[config.mk]
export PLATFORM = sky130hd
export DESIGN_NAME = rsdz_div
export DESIGN_NICKNAME = d
export VERILOG_FILES = /design/src/sv/rsdz_pkg.sv /design/src/sv/rsdz_div.sv
export SDC_FILE = /design/constraint.sdc
export NUM_CORES = 2
export LEC_CHECK = 0
export BUFFER_PORTS_ARGS = -buffer_cell sky130_fd_sc_hd__buf_4
export CORE_MARGIN = 1.5
export CORE_UTILIZATION = 35
export CTS_CLUSTER_DIAMETER = 120
export DETAILED_ROUTE_END_ITERATION = 12
export SYNTH_ARGS = -nofsm -noshare
export SYNTH_HDL_FRONTEND = slang
export SYNTH_SLANG_ARGS = --single-unit
[constraint.sdc]
create_clock -name i_clk -period 3.3 [get_ports i_clk]
set_input_delay 0.495 -clock i_clk [delete_from_list [all_inputs] [get_ports i_clk]]
set_output_delay 0.495 -clock i_clk [all_outputs]
set_load 0.1 [all_outputs]
[src/sv/rsdz_pkg.sv]
// Shared constants for the radial stick dead zone block.
// No dependencies; imported by every module of the block.
package rsdz_pkg;

    localparam int DEF_SAMPLE_WIDTH = 16;
    localparam int DZ_W = 15;
    localparam logic [DZ_W-1:0] DZ_RESET = 15'd4915;

endpackage

[src/sv/rsdz_div.sv]
// Pipelined restoring divider, one quotient bit per stage, shared divisor over
// one or more lanes; saturates to all ones on overflow. Depends on rsdz_pkg.
module rsdz_div import rsdz_pkg::*; #(
    parameter int N_W   = 2 * DEF_SAMPLE_WIDTH,
    parameter int D_W   = DEF_SAMPLE_WIDTH,
    parameter int Q_W   = DEF_SAMPLE_WIDTH,
    parameter int LANES = 1,
    parameter int TAG_W = 1
) (
    input  logic                i_clk,
    input  logic                i_rst_n,
    input  logic                i_en,
    input  logic                i_valid,
    input  logic [TAG_W-1:0]    i_tag,
    input  logic [N_W-1:0]      i_num [0:LANES-1],
    input  logic [D_W-1:0]      i_den,
    output logic                o_valid,
    output logic [TAG_W-1:0]    o_tag,
    output logic [Q_W-1:0]      o_quo [0:LANES-1]
);

    localparam int C_W = (N_W > D_W + Q_W) ? N_W : D_W + Q_W;

    logic               r_v [0:Q_W];
    logic [TAG_W-1:0]   r_t [0:Q_W];
    logic [D_W-1:0]     r_d [0:Q_W];
    logic [C_W-1:0]     r_r [0:Q_W][0:LANES-1];
    logic [Q_W-1:0]     r_q [0:Q_W][0:LANES-1];
    logic               r_o [0:Q_W][0:LANES-1];

    always_ff @(posedge i_clk) begin
        if (!i_rst_n) begin
            r_v[0] <= 1'b0;
        end else if (i_en) begin
            r_v[0] <= i_valid;
        end
    end

    always_ff @(posedge i_clk) begin
        if (i_en) begin
            r_t[0] <= i_tag;
            r_d[0] <= i_den;
            for (int l = 0; l < LANES; l++) begin
                r_r[0][l] <= C_W'(i_num[l]);
                r_q[0][l] <= '0;
                r_o[0][l] <= C_W'(i_num[l]) >= (C_W'(i_den) << Q_W);
            end
        end
    end

    for (genvar k = 0; k < Q_W; k++) begin : g_stage
        localparam int B = Q_W - 1 - k;
        logic [C_W-1:0] w_sub;
        assign w_sub = C_W'(r_d[k]) << B;

        always_ff @(posedge i_clk) begin
            if (!i_rst_n) begin
                r_v[k+1] <= 1'b0;
            end else if (i_en) begin
                r_v[k+1] <= r_v[k];
            end
        end

        always_ff @(posedge i_clk) begin
            if (i_en) begin
                r_t[k+1] <= r_t[k];
                r_d[k+1] <= r_d[k];
                for (int l = 0; l < LANES; l++) begin
                    r_o[k+1][l] <= r_o[k][l];
                    if (r_r[k][l] >= w_sub) begin
                        r_r[k+1][l] <= r_r[k][l] - w_sub;
                        r_q[k+1][l] <= r_q[k][l] | (Q_W'(1) << B);
                    end else begin
                        r_r[k+1][l] <= r_r[k][l];
                        r_q[k+1][l] <= r_q[k][l];
                    end
                end
            end
        end
    end

    assign o_valid = r_v[Q_W];
    assign o_tag   = r_t[Q_W];
    always_comb begin
        for (int l = 0; l < LANES; l++) begin
            o_quo[l] = r_o[Q_W][l] ? '1 : r_q[Q_W][l];
        end
    end

endmodule

==> flow_summary.yaml <==
detailed_routing:
  num_vias: 29510
  first_iter_violations: 1688
  via_per_inst: 4.874
  routed_wl_um: 96650
  drc: 0
  drt-pass1-iter-count: 5
  antenna_left: 0
  post_drt_wl_per_cell_um: 15.96
floorplanning:
  pin_count: 71
  die_area_um2: 138700
  die_h_um: 372.4
  fp.dieW_um: 372.4
  std_cell_rows: 135
  coreArea_um2: 135500
  initial_core_util: 0.3525
sta:
  tns_ns: 0
  clock.fmax_mhz: 309.1
  finalHoldViolations: 0
  skew_ns: 0.07422
  setup-violations-final: 0
  grt_setup_unrepaired: "yes"
  fin_crit_sh: 0.9804
  worst_pin_slew_ns: 0.9369
  whs_ns: 0.1169
  final_max_slew_viol_count: 0
  relSlewSlack: 0.3754
  min_period_ns: 3.235
  setup_ws_ns: 0.06473
setup_path:
  path_max_fanout: 4
  max_stage_delay_ns: 0.42
  crit_start: "r_d[0][144]$_DFFE_PP_"
  reg2reg_depth: 11
  cp_data_arrival_time_ns: 3.70
  critPathCapture: "r_r[10][25]$_DFFE_PP_"
  crit-reg2reg-launch: "r_d[0][144]$_DFFE_PP_"
  path_class: "flip-flop to flip-flop"
  worstPathCellList: "ha_1, fa_1, nand2b_1, a21oi_1, o21a_1, o22ai_1, o21ba_2, and3_1, nor4b_1, o21ai_0, xnor2_1"
  r2r_slack_ns: 0.06
  r2r_end: "r_r[10][25]$_DFFE_PP_"
  crit_path_top_delay_cell: "edfxtp_1"
  cp-end-kind: "flip-flop"
  crit_required_ns: 3.76
  critPathLaunchType: "flip-flop"
cts:
  clock-sinks: 955
  clock_latency_ns: 0.75
  h-tree-depth: 3
  cts_buffers: 103
  cts.clk_slew.worst_paths_ns: 0.06
  clk_path_buf_depth: 3
  ctsRootBufferMaster: "clkbuf_16"
  cts_tree: "built"
yosys:
  seq_area_frac_synth: 0.6003
  synth_ff_type: "edfxtp_1"
  syn_avg_cell_area_um2: 12.16
  synth_cell_type_count: 88
  yosysWarnings: 0
  synth-seq-cells: 955
  synth.net_count: 4268
  synth_area_um2: 47760
  async_flop_share: 0
  syn_inst: 3928
  synth_edf_count: 954
  synth_area_leaders: "edfxtp_1, ha_1, xor2_1"
  synth_top_area_cell: "edfxtp_1"
  synth_top_area_frac: 0.5999
grt:
  grt_overflow_total: 0
  grt_max_degree: 175
  grt_pass1_vias: 29820
  antenna_found_initial: 1
  grt_use_total: 0.1385
  grt_pass1_wl_um: 154100
power:
  total_power_mw: 43.04
  power.leakage_nw: 21.30
  ir_drop_uv: 446.0
  p_per_area_nw_per_um2: 774.4
finish:
  seqCellArea_um2: 28670
  drive_above_1_share: 0.1191
  area_growth_pct: 16.39
  layout_common_cells: "edfxtp_1, inv_1, nand2_1"
  fill_cells: 12690
  layout_commonest_cell: "edfxtp_1"
  num_antenna_cells: 0
  multiInputGateArea_um2: 17740
  nets: 4535
placement:
  gp_congestion: 0.9206
  dp_hpwl_um: 71760
  place_ws_ns: -0.3561
  portBuffers: 70
run_status:
  status: "completed"
hold_path:
  hp-class: "input pin to flip-flop"
  min_from: "i_valid"
run:
  cap_violations: 0
metal layers:
metal | share of wire | GRT usage
met5 | 0 | 0
met1 | 0.41 | 0.1548
met3 | 0.031 | 0.02109
met2 | 0.53 | 0.2640
met4 | 0.029 | 0.04827
flip-flops by register name (all words and copies together) (netlist names):
name,cells
r_t,17
r_o,17
r_d,256
r_v,17
r_r,512
r_q,136
per-stage QoR:
stage | util | area [um^2] | instances
3_5_place_dp | 0.3785 | 51280 | 5813
3_3_place_gp | 0.3785 | 51280 | 5813
6_report | 0.4103 | 55580 | 6056
4_1_cts | 0.4081 | 55290 | 6047
2_1_floorplan | - | 47760 | 3928
5_1_grt | 0.4103 | 55580 | 6056
critical path: cells and delay by family (launching register included):
family,cells,cell delay (ns)
AOI/OAI and AO/OA,5,1.01
adders and majority gates,2,0.66
DFF,1,0.42
and+or+nand+nor,3,0.72
xor gates and xnor gates,1,0.17
cell usage after synthesis (all sizes together) (10+ instances only):
| cell | count |
|---|---|
| nor2 | 249 |
| o21bai | 23 |
| and3 | 29 |
| a31oi | 26 |
| nand2b | 53 |
| o41ai | 10 |
| nand3 | 50 |
| o21ai | 218 |
| or3 | 25 |
| or2 | 33 |
| and2 | 10 |
| or4 | 18 |
| ha | 272 |
| o31a | 10 |
| nand2 | 272 |
| nand4 | 44 |
| mux2 | 37 |
| clkbuf | 83 |
| xnor2 | 142 |
| a21o | 98 |
| fa | 15 |
| a211oi | 15 |
| nor2b | 46 |
| nor4 | 67 |
| buf | 17 |
| xor2 | 160 |
| edfxtp | 954 |
| inv | 351 |
| nor3 | 89 |
| nor4b | 14 |
| a211o | 10 |
| a21oi | 273 |
| o21a | 36 |
| o211ai | 16 |
| nand4b | 17 |
| nand3b | 11 |
| nor3b | 12 |
| o31ai | 18 |
power breakdown:
group          internal [mW]  switching [mW]  total [mW]
clock network           6.69            4.82        11.5
logic                   6.08            7.46        13.5
registers               16.5            1.54        18.0
area by class of cell:
class	count	area share
flip-flops and latches	955	0.5158
multi-input cells	2522	0.3192
clock buffers	126	0.04831
well taps	1781	0.04009
repair buffers	262	0.04005
inverters	351	0.02370
clock inverters	59	0.01294
what timing repair did:
item | 4_1_cts | 5_1_grt
endpoints found under the setup margin | 25 | 77
hold endpoints to repair | 49 | 0
setup buffers | 0 | 10
hold buffers | 49 | 0
pin swaps | 2 | 15
gates resized for setup | 19 | 45
worst min-delay path by stage:
stage	end	cells past startpoint
2_1_floorplan	r_o[10]$_DFFE_PP_	0
3_5_place_dp	r_q[10][9]$_DFFE_PP_	0
3_3_place_gp	r_t[12]$_DFFE_PP_	0
6_report	r_v[0]$_DFFE_PP_	2
4_1_cts	r_v[0]$_DFFE_PP_	2
5_1_grt	r_v[0]$_DFFE_PP_	2
kinds of logic after synthesis:
| logic type | Yosys count | synth area share |
|---|---|---|
| simple gates | 1056 | 0.1128 |
| buf+inv | 451 | 0.03584 |
| fa+ha+maj | 287 | 0.07755 |
| flops | 955 | 0.6003 |
| xor+xnor | 302 | 0.05539 |
| compound gates | 831 | 0.1076 |
| mux | 46 | 0.01061 |
No activity file was read; power rests on OpenSTA's default activity.
