===== config.mk =====
export PLATFORM = sky130hd
export DESIGN_NAME = rsdz_isqrt
export DESIGN_NICKNAME = d
export VERILOG_FILES = /design/src/sv/rsdz_pkg.sv /design/src/sv/rsdz_isqrt.sv
export SDC_FILE = /design/constraint.sdc
export NUM_CORES = 1
export LEC_CHECK = 0
export BUFFER_PORTS_ARGS = -buffer_cell sky130_fd_sc_hd__clkbuf_2
export CAP_MARGIN = 40
export CORE_MARGIN = 2
export CORE_UTILIZATION = 57
export DETAILED_ROUTE_END_ITERATION = 8
export PLACE_DENSITY = 0.73
export SETUP_SLACK_MARGIN = 0.1
export SLEW_MARGIN = 25
export SYNTH_ARGS = -nofsm -noshare
export SYNTH_HDL_FRONTEND = slang
export SYNTH_SLANG_ARGS = --single-unit

===== constraint.sdc =====
create_clock -name i_clk -period 3.6 [get_ports i_clk]
set_input_delay 0.54 -clock i_clk [delete_from_list [all_inputs] [get_ports i_clk]]
set_output_delay 0.54 -clock i_clk [all_outputs]
set_load 0.01 [all_outputs]

===== src/sv/rsdz_pkg.sv =====
// Shared constants for the radial stick dead zone block.
// No dependencies; imported by every module of the block.
package rsdz_pkg;

    localparam int DEF_SAMPLE_WIDTH = 16;
    localparam int DZ_W = 15;
    localparam logic [DZ_W-1:0] DZ_RESET = 15'd4915;

endpackage


===== src/sv/rsdz_isqrt.sv =====
// Pipelined integer square root, one root bit per stage, with a tag lane.
// Depends on rsdz_pkg.
module rsdz_isqrt import rsdz_pkg::*; #(
    parameter int R_W   = DEF_SAMPLE_WIDTH,
    parameter int TAG_W = 1
) (
    input  logic                i_clk,
    input  logic                i_rst_n,
    input  logic                i_en,
    input  logic                i_valid,
    input  logic [TAG_W-1:0]    i_tag,
    input  logic [2*R_W-1:0]    i_sq,
    output logic                o_valid,
    output logic [TAG_W-1:0]    o_tag,
    output logic [R_W-1:0]      o_root
);

    localparam int S_W = 2 * R_W;

    logic               r_v    [0:R_W];
    logic [TAG_W-1:0]   r_t    [0:R_W];
    logic [S_W-1:0]     r_rem  [0:R_W];
    logic [R_W-1:0]     r_root [0:R_W];

    always_ff @(posedge i_clk) begin
        if (!i_rst_n) begin
            r_v[0] <= 1'b0;
        end else if (i_en) begin
            r_v[0] <= i_valid;
        end
    end

    always_ff @(posedge i_clk) begin
        if (i_en) begin
            r_t[0]    <= i_tag;
            r_rem[0]  <= i_sq;
            r_root[0] <= '0;
        end
    end

    for (genvar k = 0; k < R_W; k++) begin : g_stage
        localparam int B = R_W - 1 - k;
        logic [S_W:0] w_trial;
        logic         w_take;
        // (root + 2^B)^2 - root^2 = root*2^(B+1) + 2^(2B)
        assign w_trial = ((S_W + 1)'(r_root[k]) << (B + 1)) | ((S_W + 1)'(1) << (2 * B));
        assign w_take  = {1'b0, r_rem[k]} >= w_trial;

        always_ff @(posedge i_clk) begin
            if (!i_rst_n) begin
                r_v[k+1] <= 1'b0;
            end else if (i_en) begin
                r_v[k+1] <= r_v[k];
            end
        end

        always_ff @(posedge i_clk) begin
            if (i_en) begin
                r_t[k+1] <= r_t[k];
                if (w_take) begin
                    r_rem[k+1]  <= r_rem[k] - S_W'(w_trial);
                    r_root[k+1] <= r_root[k] | (R_W'(1) << B);
                end else begin
                    r_rem[k+1]  <= r_rem[k];
                    r_root[k+1] <= r_root[k];
                end
            end
        end
    end

    assign o_valid = r_v[R_W];
    assign o_tag   = r_t[R_W];
    assign o_root  = r_root[R_W];

endmodule


==> metrics, run 1 <==
Net Sw Power=5.22 mW; CP Cell Sequence=ha_2 > and2_1 > nand3_1 > or4_1 > o311ai_2 > nor4bb_4 > or4b_1 > a2111oi_4 > xor2_1; Max Clock Skew=19.5 ps; Primary FF master, synth=edfxtp_1; met2 Track Usage GR=40.7%; EDFF count, synth=681; most frequent cells in the layout=edfxtp_1, inv_1, nand2_1; crit path DAT=3710 ps; Util after Layout=64.6%; CP Class=register to register; Post-Syn Nets=2561; Starting Density=58.0%; DRT Wirelength=61.9 mm; Max Slew Vio Count=0; area leader, netlist=edfxtp_1; Tmin final=3360 ps; Final Hold Fails=0; Die Height=238 microns; gpl congestion=0.918; Peak VDD IR=0.531 mV; share of layout cells above drive strength 1=8.68%; Comb pwr share=13.1%; grt ovf=0; WL per Instance=19.2 microns; filler cell count=3891; clk root buf=clkbuf_16; gr usage total=22.1%; Slowest-stage cell, CP=or4b_1; Worst Path Required=3950 ps; asr flop ratio synth=0%; Lkg Pwr=13.2 nW; worst-path fanout max=6; Area Overhead vs Synth=11.5%; Max H-tree Level=3; Crit. End Element=register; R2R setup slack=240 ps; Post-DRT Antenna Nets=0; vias in the first global route=18900; Hold WS=95.0 ps; Synthesis Warnings=0; cell count after synthesis=2374; slew at the pin closest to its max-slew limit=825 ps; CP Launch Type=register; Clock Latency Late Sink=610 ps; CTS Buf Count=70; commonest non-fill, non-tap cell in the layout=edfxtp_1; met3 Use GR=3.46%; Post-Layout Cell Count=3218; vias after detailed routing=19100; busiest layer in global routing=met2; status=finished clean; Clock Sinks=682; number of detailed-routing iterations run before antenna repair=5; Power Total=20.4 mW; I/O Pins=55; RSZ-0062 raised after global routing=yes; pwr dens=583 mW/mm^2; # port buffers=54; post-placement cell count=3092; maxcap violations=0; half-perimeter wire length after detailed placement=44.1 mm; ranking of synthesized cells by area=edfxtp_1, ha_1, xor2_1; Final nets=2655; max frequency=0.297 GHz; CP delay by family, top=simple AND/OR/NAND/NOR gates; post-CTS setup buffers=0; Fin Setup TNS=0 ps; first-pass GRT wire length=98.7 mm; # DRC=0; Post-Syn Area=0.0313 sq mm; Unique masters post-synth=71; WP buf/inv=0; syn avg cell area=13.2 sq um; register area share after synthesis=65.3%; Sequential Power Share=51.0%; Int Pwr=15.1 mW; clock transition at the registers of the reported paths=60 ps; Hold WC Path Type=primary input to register; met1 usage=26.3%; clock power share=35.9%; R2R depth=9; number of diodes=0; largest net degree at the start of global routing=149; CORE AREA=0.0540 sq mm; CP peak stage delay=560 ps; Synth top area share=65.3%; hold-critical path depth=1; Die ar.=0.0569 sq mm; die width=238 microns; First DRT Iteration DRCs=1447; WP depth=9; period utilization=93.5%; Slew HR=45.0%; FP Rows=85; initial antenna violation count=0; TritonCTS clock tree=built; Final setup viols=0; clk buf depth=3; Vias/cell=5.93; switching share of power=25.6%; #FFs+latches synth=682
[final timing paths]
kind,startpoint,endpoint
max,r_rem[12][17]$_DFFE_PP_,r_rem[13][26]$_DFFE_PP_
min,i_sq[20],r_rem[0][20]$_DFFE_PP_
max reg2reg,r_rem[12][17]$_DFFE_PP_,r_rem[13][26]$_DFFE_PP_
min reg2reg,r_t[0][7]$_DFFE_PP_,r_t[0][8]$_DFFE_PP_
[registers in the layout, summed over array words and instances, names as in the netlist]
signal,cells
r_rem,512
r_root,136
r_t,17
r_v,17
[layer usage]
layer | vias to the layer above | part of all wire (%)
met3 | 148 | 4.3
met5 | - | 0
met1 | 9329 | 40
met4 | 0 | 3.2
li1 | 9098 | -
met2 | 518 | 53
[stage by stage]
stage                     setup WS [ps]  cell area [sq um]
after floorplan                     625              31300
after global placement              345              32500
after detailed placement            217              32500
after CTS                           213              34900
after global routing               76.4              34900
final                               236              34900
[worst reg2reg max path: stages, from the launching register on]
cell,delay [ps]
edfxtp_1,410
ha_2,400
and2_1,200
nand3_1,150
or4_1,480
o311ai_2,320
nor4bb_4,100
or4b_1,560
a2111oi_4,380
xor2_1,110
[timing repair]
item                                   CTS  global route
setup endpoints to repair                0             6
endpoints found under the hold margin    0             0
hold buffers                             0             0
gates resized for setup                  0             5
[logic make-up (layout without fill, tap and decap cells)]
logic type | after synthesis | count (layout) | synth area share, %
fa+ha+maj | 150 | 150 | 5.99
mux | 16 | 16 | 0.551
compound gates | 398 | 398 | 7.94
buf+inv | 240 | 388 | 2.89
xor+xnor | 197 | 197 | 5.51
flops | 682 | 682 | 65.3
simple gates | 691 | 691 | 11.8
[area by class of cell]
cell class | instances | area (sq um) | share of cell area, %
tap | 696 | 871 | 2.49
clock buffer | 80 | 1810 | 5.18
inverter | 182 | 683 | 1.96
timing repair buffer | 80 | 526 | 1.50
multi-input combinational | 1452 | 10000 | 28.7
clock inverter | 46 | 538 | 1.54
sequential | 682 | 20500 | 58.6
[cells in the mapped netlist (6+ instances only)]
cell type / instances
edfxtp_1: 681
inv_1: 181
nand2_1: 163
ha_1: 150
o21ai_0: 127
nor2_1: 110
xor2_1: 110
a21oi_1: 99
xnor2_1: 87
nor4_1: 78
nor3_1: 61
clkbuf_1: 52
nand3_1: 45
a21o_1: 38
nand4_1: 30
o21a_1: 30
nand2b_1: 29
and3_1: 26
nor2b_1: 26
or4_1: 25
or3_1: 24
nor4b_1: 21
o211ai_1: 14
o31ai_1: 12
a211oi_1: 11
mux2_2: 10
or2_2: 10
a31oi_1: 9
and2_1: 9
a21boi_0: 6
mux2i_1: 6
nand3b_1: 6
[power groups by stage]
stage | Clock, mW | Combinational (mW) | Sequential, mW
5_1_grt | 7.75 | 2.99 | 10.5
2_1_floorplan | 0 | 2.06 | 10.3
3_3_place_gp | 0 | 2.55 | 10.5
3_5_place_dp | 0 | 2.62 | 10.5
4_1_cts | 7.45 | 2.65 | 10.4
6_report | 7.30 | 2.67 | 10.4
(Power assumes the default switching activity.)
==> run 2: changes to the inputs <==
Settings changed: ABC_AREA from default to 1.
Clock period 3.6 ns to 3.5 ns, I/O delays scaled along.
==> run 2 against run 1 <==
Utilization fell by 1.4 points. Die area rose by 18%. Final cell count increased by 61%. Sequential cell count unchanged. Combinational power grew 55%. Global-route usage grew 4.9 points. Worst hold slack worse by 21 ps. Clock-buffer cell count increased by 4. Power rose by 9.3%. Highest routed layer unchanged.
==> metrics, run 2 <==
status=finished clean; # hold bufs at CTS=0 (unchanged); CP Class=register to register; EDFF count, synth=681 (unchanged); Worst Path Required=3870 ps (-80 ps); post-placement cell count=5051 (+63%); placed cell areas=0.0384 sq mm (+18%); filler cell count=5417 (+39%); area leader, netlist=edfxtp_1; max frequency=0.376 GHz (+26%); worst-path fanout max=19 (+13); Net Sw Power=6.69 mW (+28%); Post-Syn Nets=4354 (+70%); Post-Layout Cell Count=5183 (+61%); Lkg Pwr=18.3 nW (+38%); Die ar.=0.0672 sq mm (+18%); Synthesis Warnings=0 (unchanged); # DRC=0 (unchanged); ranking of synthesized cells by area=edfxtp_1, nand2_1, inv_1; Primary FF master, synth=edfxtp_1; clk buf depth=3 (unchanged); pwr dens=546 mW/mm^2 (-6.3%); CTS Buf Count=72 (+2.9%); Peak VDD IR=0.619 mV (+17%); syn avg cell area=8.92 sq um (-32%); vias after detailed routing=27400 (+44%); cell count after synthesis=4167 (+76%); asr flop ratio synth=0% (unchanged); crit path DAT=3030 ps (-680 ps); initial antenna violation count=1 (+1); gr usage total=27.0% (+4.9 points); Clock Sinks=682 (unchanged); Final nets=4458 (+68%); commonest non-fill, non-tap cell in the layout=nand2_1; number of detailed-routing iterations run before antenna repair=5 (unchanged); FP Rows=93 (+9.4%); number of diodes=0 (unchanged); Final setup viols=0 (unchanged); Max Clock Skew=23.7 ps (+4.11 ps); Sequential Power Share=47.9% (-3.1 points); count leader, synth=nand2_1; I/O Pins=55 (unchanged); clock transition at the registers of the reported paths=60 ps (about the same); Synth top area share=55.0% (-10 points); CORE AREA=0.0645 sq mm (+19%); slew at the pin closest to its max-slew limit=934 ps (+109 ps); gpl congestion=1.00 (+9.1%); TritonCTS clock tree=built; Hold WC Path Type=primary input to register; First DRT Iteration DRCs=2810 (+94%); WL per Instance=17.5 microns (-9.3%); Largest register FFs=512 (unchanged); Area Overhead vs Synth=9.62%; clk root buf=clkbuf_16; clock power share=33.5% (-2.4 points); die width=259 microns (+8.8%); post-CTS setup buffers=0 (unchanged); RSZ-0062 raised after global routing=no; grt ovf=0 (unchanged); Clock Latency Late Sink=620 ps (about the same); Top reg by flops=r_rem; Vias/cell=5.30 (-11%); register area share after synthesis=55.1% (-10 points); Final Hold Fails=0 (unchanged); Max Slew Vio Count=0 (unchanged); half-perimeter wire length after detailed placement=70.0 mm (+59%); largest registers=r_rem x512, r_root x136; vias in the first global route=25600 (+35%); Int Pwr=15.6 mW (+2.8%); Post-DRT Antenna Nets=0 (unchanged); largest net degree at the start of global routing=181 (+21%); Post-Syn Area=0.0372 sq mm (+19%); period utilization=76.1% (-17 points); Slew HR=37.1% (-7.9 points); most frequent cells in the layout=nand2_1, inv_1, edfxtp_1; Crit. End Element=register; Resized Gates After CTS=0 (unchanged); Starting Density=57.6% (-0.35 points); switching share of power=30.1% (+4.4 points); post-route cell area=0.0407 sq mm (+17%); Max H-tree Level=3 (unchanged); Comb pwr share=18.6% (+5.5 points); share of layout cells above drive strength 1=6.77% (-1.9 points); #FFs+latches synth=682 (unchanged); # port buffers=54 (unchanged); Tmin final=2660 ps (-702 ps); CP Launch Type=register; Commonest cells post-synth=nand2_1, inv_1, edfxtp_1; maxcap violations=0 (unchanged); Unique masters post-synth=54 (-24%); Fin Setup TNS=0 ps (unchanged); DRT Wirelength=90.5 mm (+46%); Die Height=259 microns (+8.8%); first-pass GRT wire length=140 mm (+41%)
run 2: cell families after synthesis:
group           synth area share (%)
buf+inv                         8.30
fa+ha+maj                       5.05
flops                           55.1
compound gates                  3.39
xor+xnor                        2.57
simple gates                    25.6
run 2: cell type report:
class / count / area, sq um / share of cell area, %
clock inverter: 47 / 435 / 1.07
clock buffer: 84 / 1870 / 4.59
inverter: 756 / 2840 / 6.97
sequential: 682 / 20500 / 50.3
multi-input combinational: 2690 / 13600 / 33.4
tap: 855 / 1070 / 2.63
timing repair buffer: 69 / 449 / 1.10
run 2: worst paths after layout:
kind	from	endpoint	slack, ps	depth (start not counted)
setup / recovery	r_root[8][15]$_DFFE_PP_	r_rem[9][22]$_DFFE_PP_	840	11
hold reg to reg	r_t[0][14]$_DFFE_PP_	r_t[0][15]$_DFFE_PP_	420	0
setup reg to reg	r_root[8][15]$_DFFE_PP_	r_rem[9][22]$_DFFE_PP_	840	11
hold / removal	i_sq[22]	r_rem[0][22]$_DFFE_PP_	70	1
run 2: per-layer routing:
layer | part of all wire, % | up-vias | GRT usage (%)
li1 | - | 13700 | -
met1 | 44 | 12700 | 36.9
met2 | 46 | 902 | 44.3
met3 | 7.1 | 157 | 4.78
met4 | 2.7 | 0 | 8.06
met5 | 0 | - | 0
run 2: power by group through the flow:
stage | Combinational, mW | Clock (mW) | Sequential, mW
6_report | 4.15 | 7.45 | 10.7
5_1_grt | 4.73 | 7.85 | 10.7
4_1_cts | 4.11 | 7.58 | 10.6
3_5_place_dp | 4.08 | 0 | 10.8
3_3_place_gp | 4.04 | 0 | 10.8
2_1_floorplan | 3.11 | 0 | 10.5
run 2: critical path: stages, from the launching register on:
cell      delay (ps)
edfxtp_1         370
inv_1             50
ha_1             380
nand2_1          150
inv_2             60
nand2_1           60
nand2_1           60
nor2_1           190
nand2_1          110
nor2_2           650
buf_4            260
o21ai_1           70
run 2: metrics by stage:
| step | setup WS, ps | power (mW) | util [%] | hold WS (ps) |
|---|---|---|---|---|
| 2_1_floorplan | 825 | 13.6 | - | 400 |
| 3_3_place_gp | 725 | 14.8 | 59.5 | 404 |
| 3_5_place_dp | 839 | 14.9 | 59.6 | 405 |
| 4_1_cts | 820 | 22.3 | 63.1 | 42.5 |
| 5_1_grt | 592 | 23.3 | 63.2 | 47.2 |
| 6_report | 838 | 22.2 | 63.2 | 74.3 |
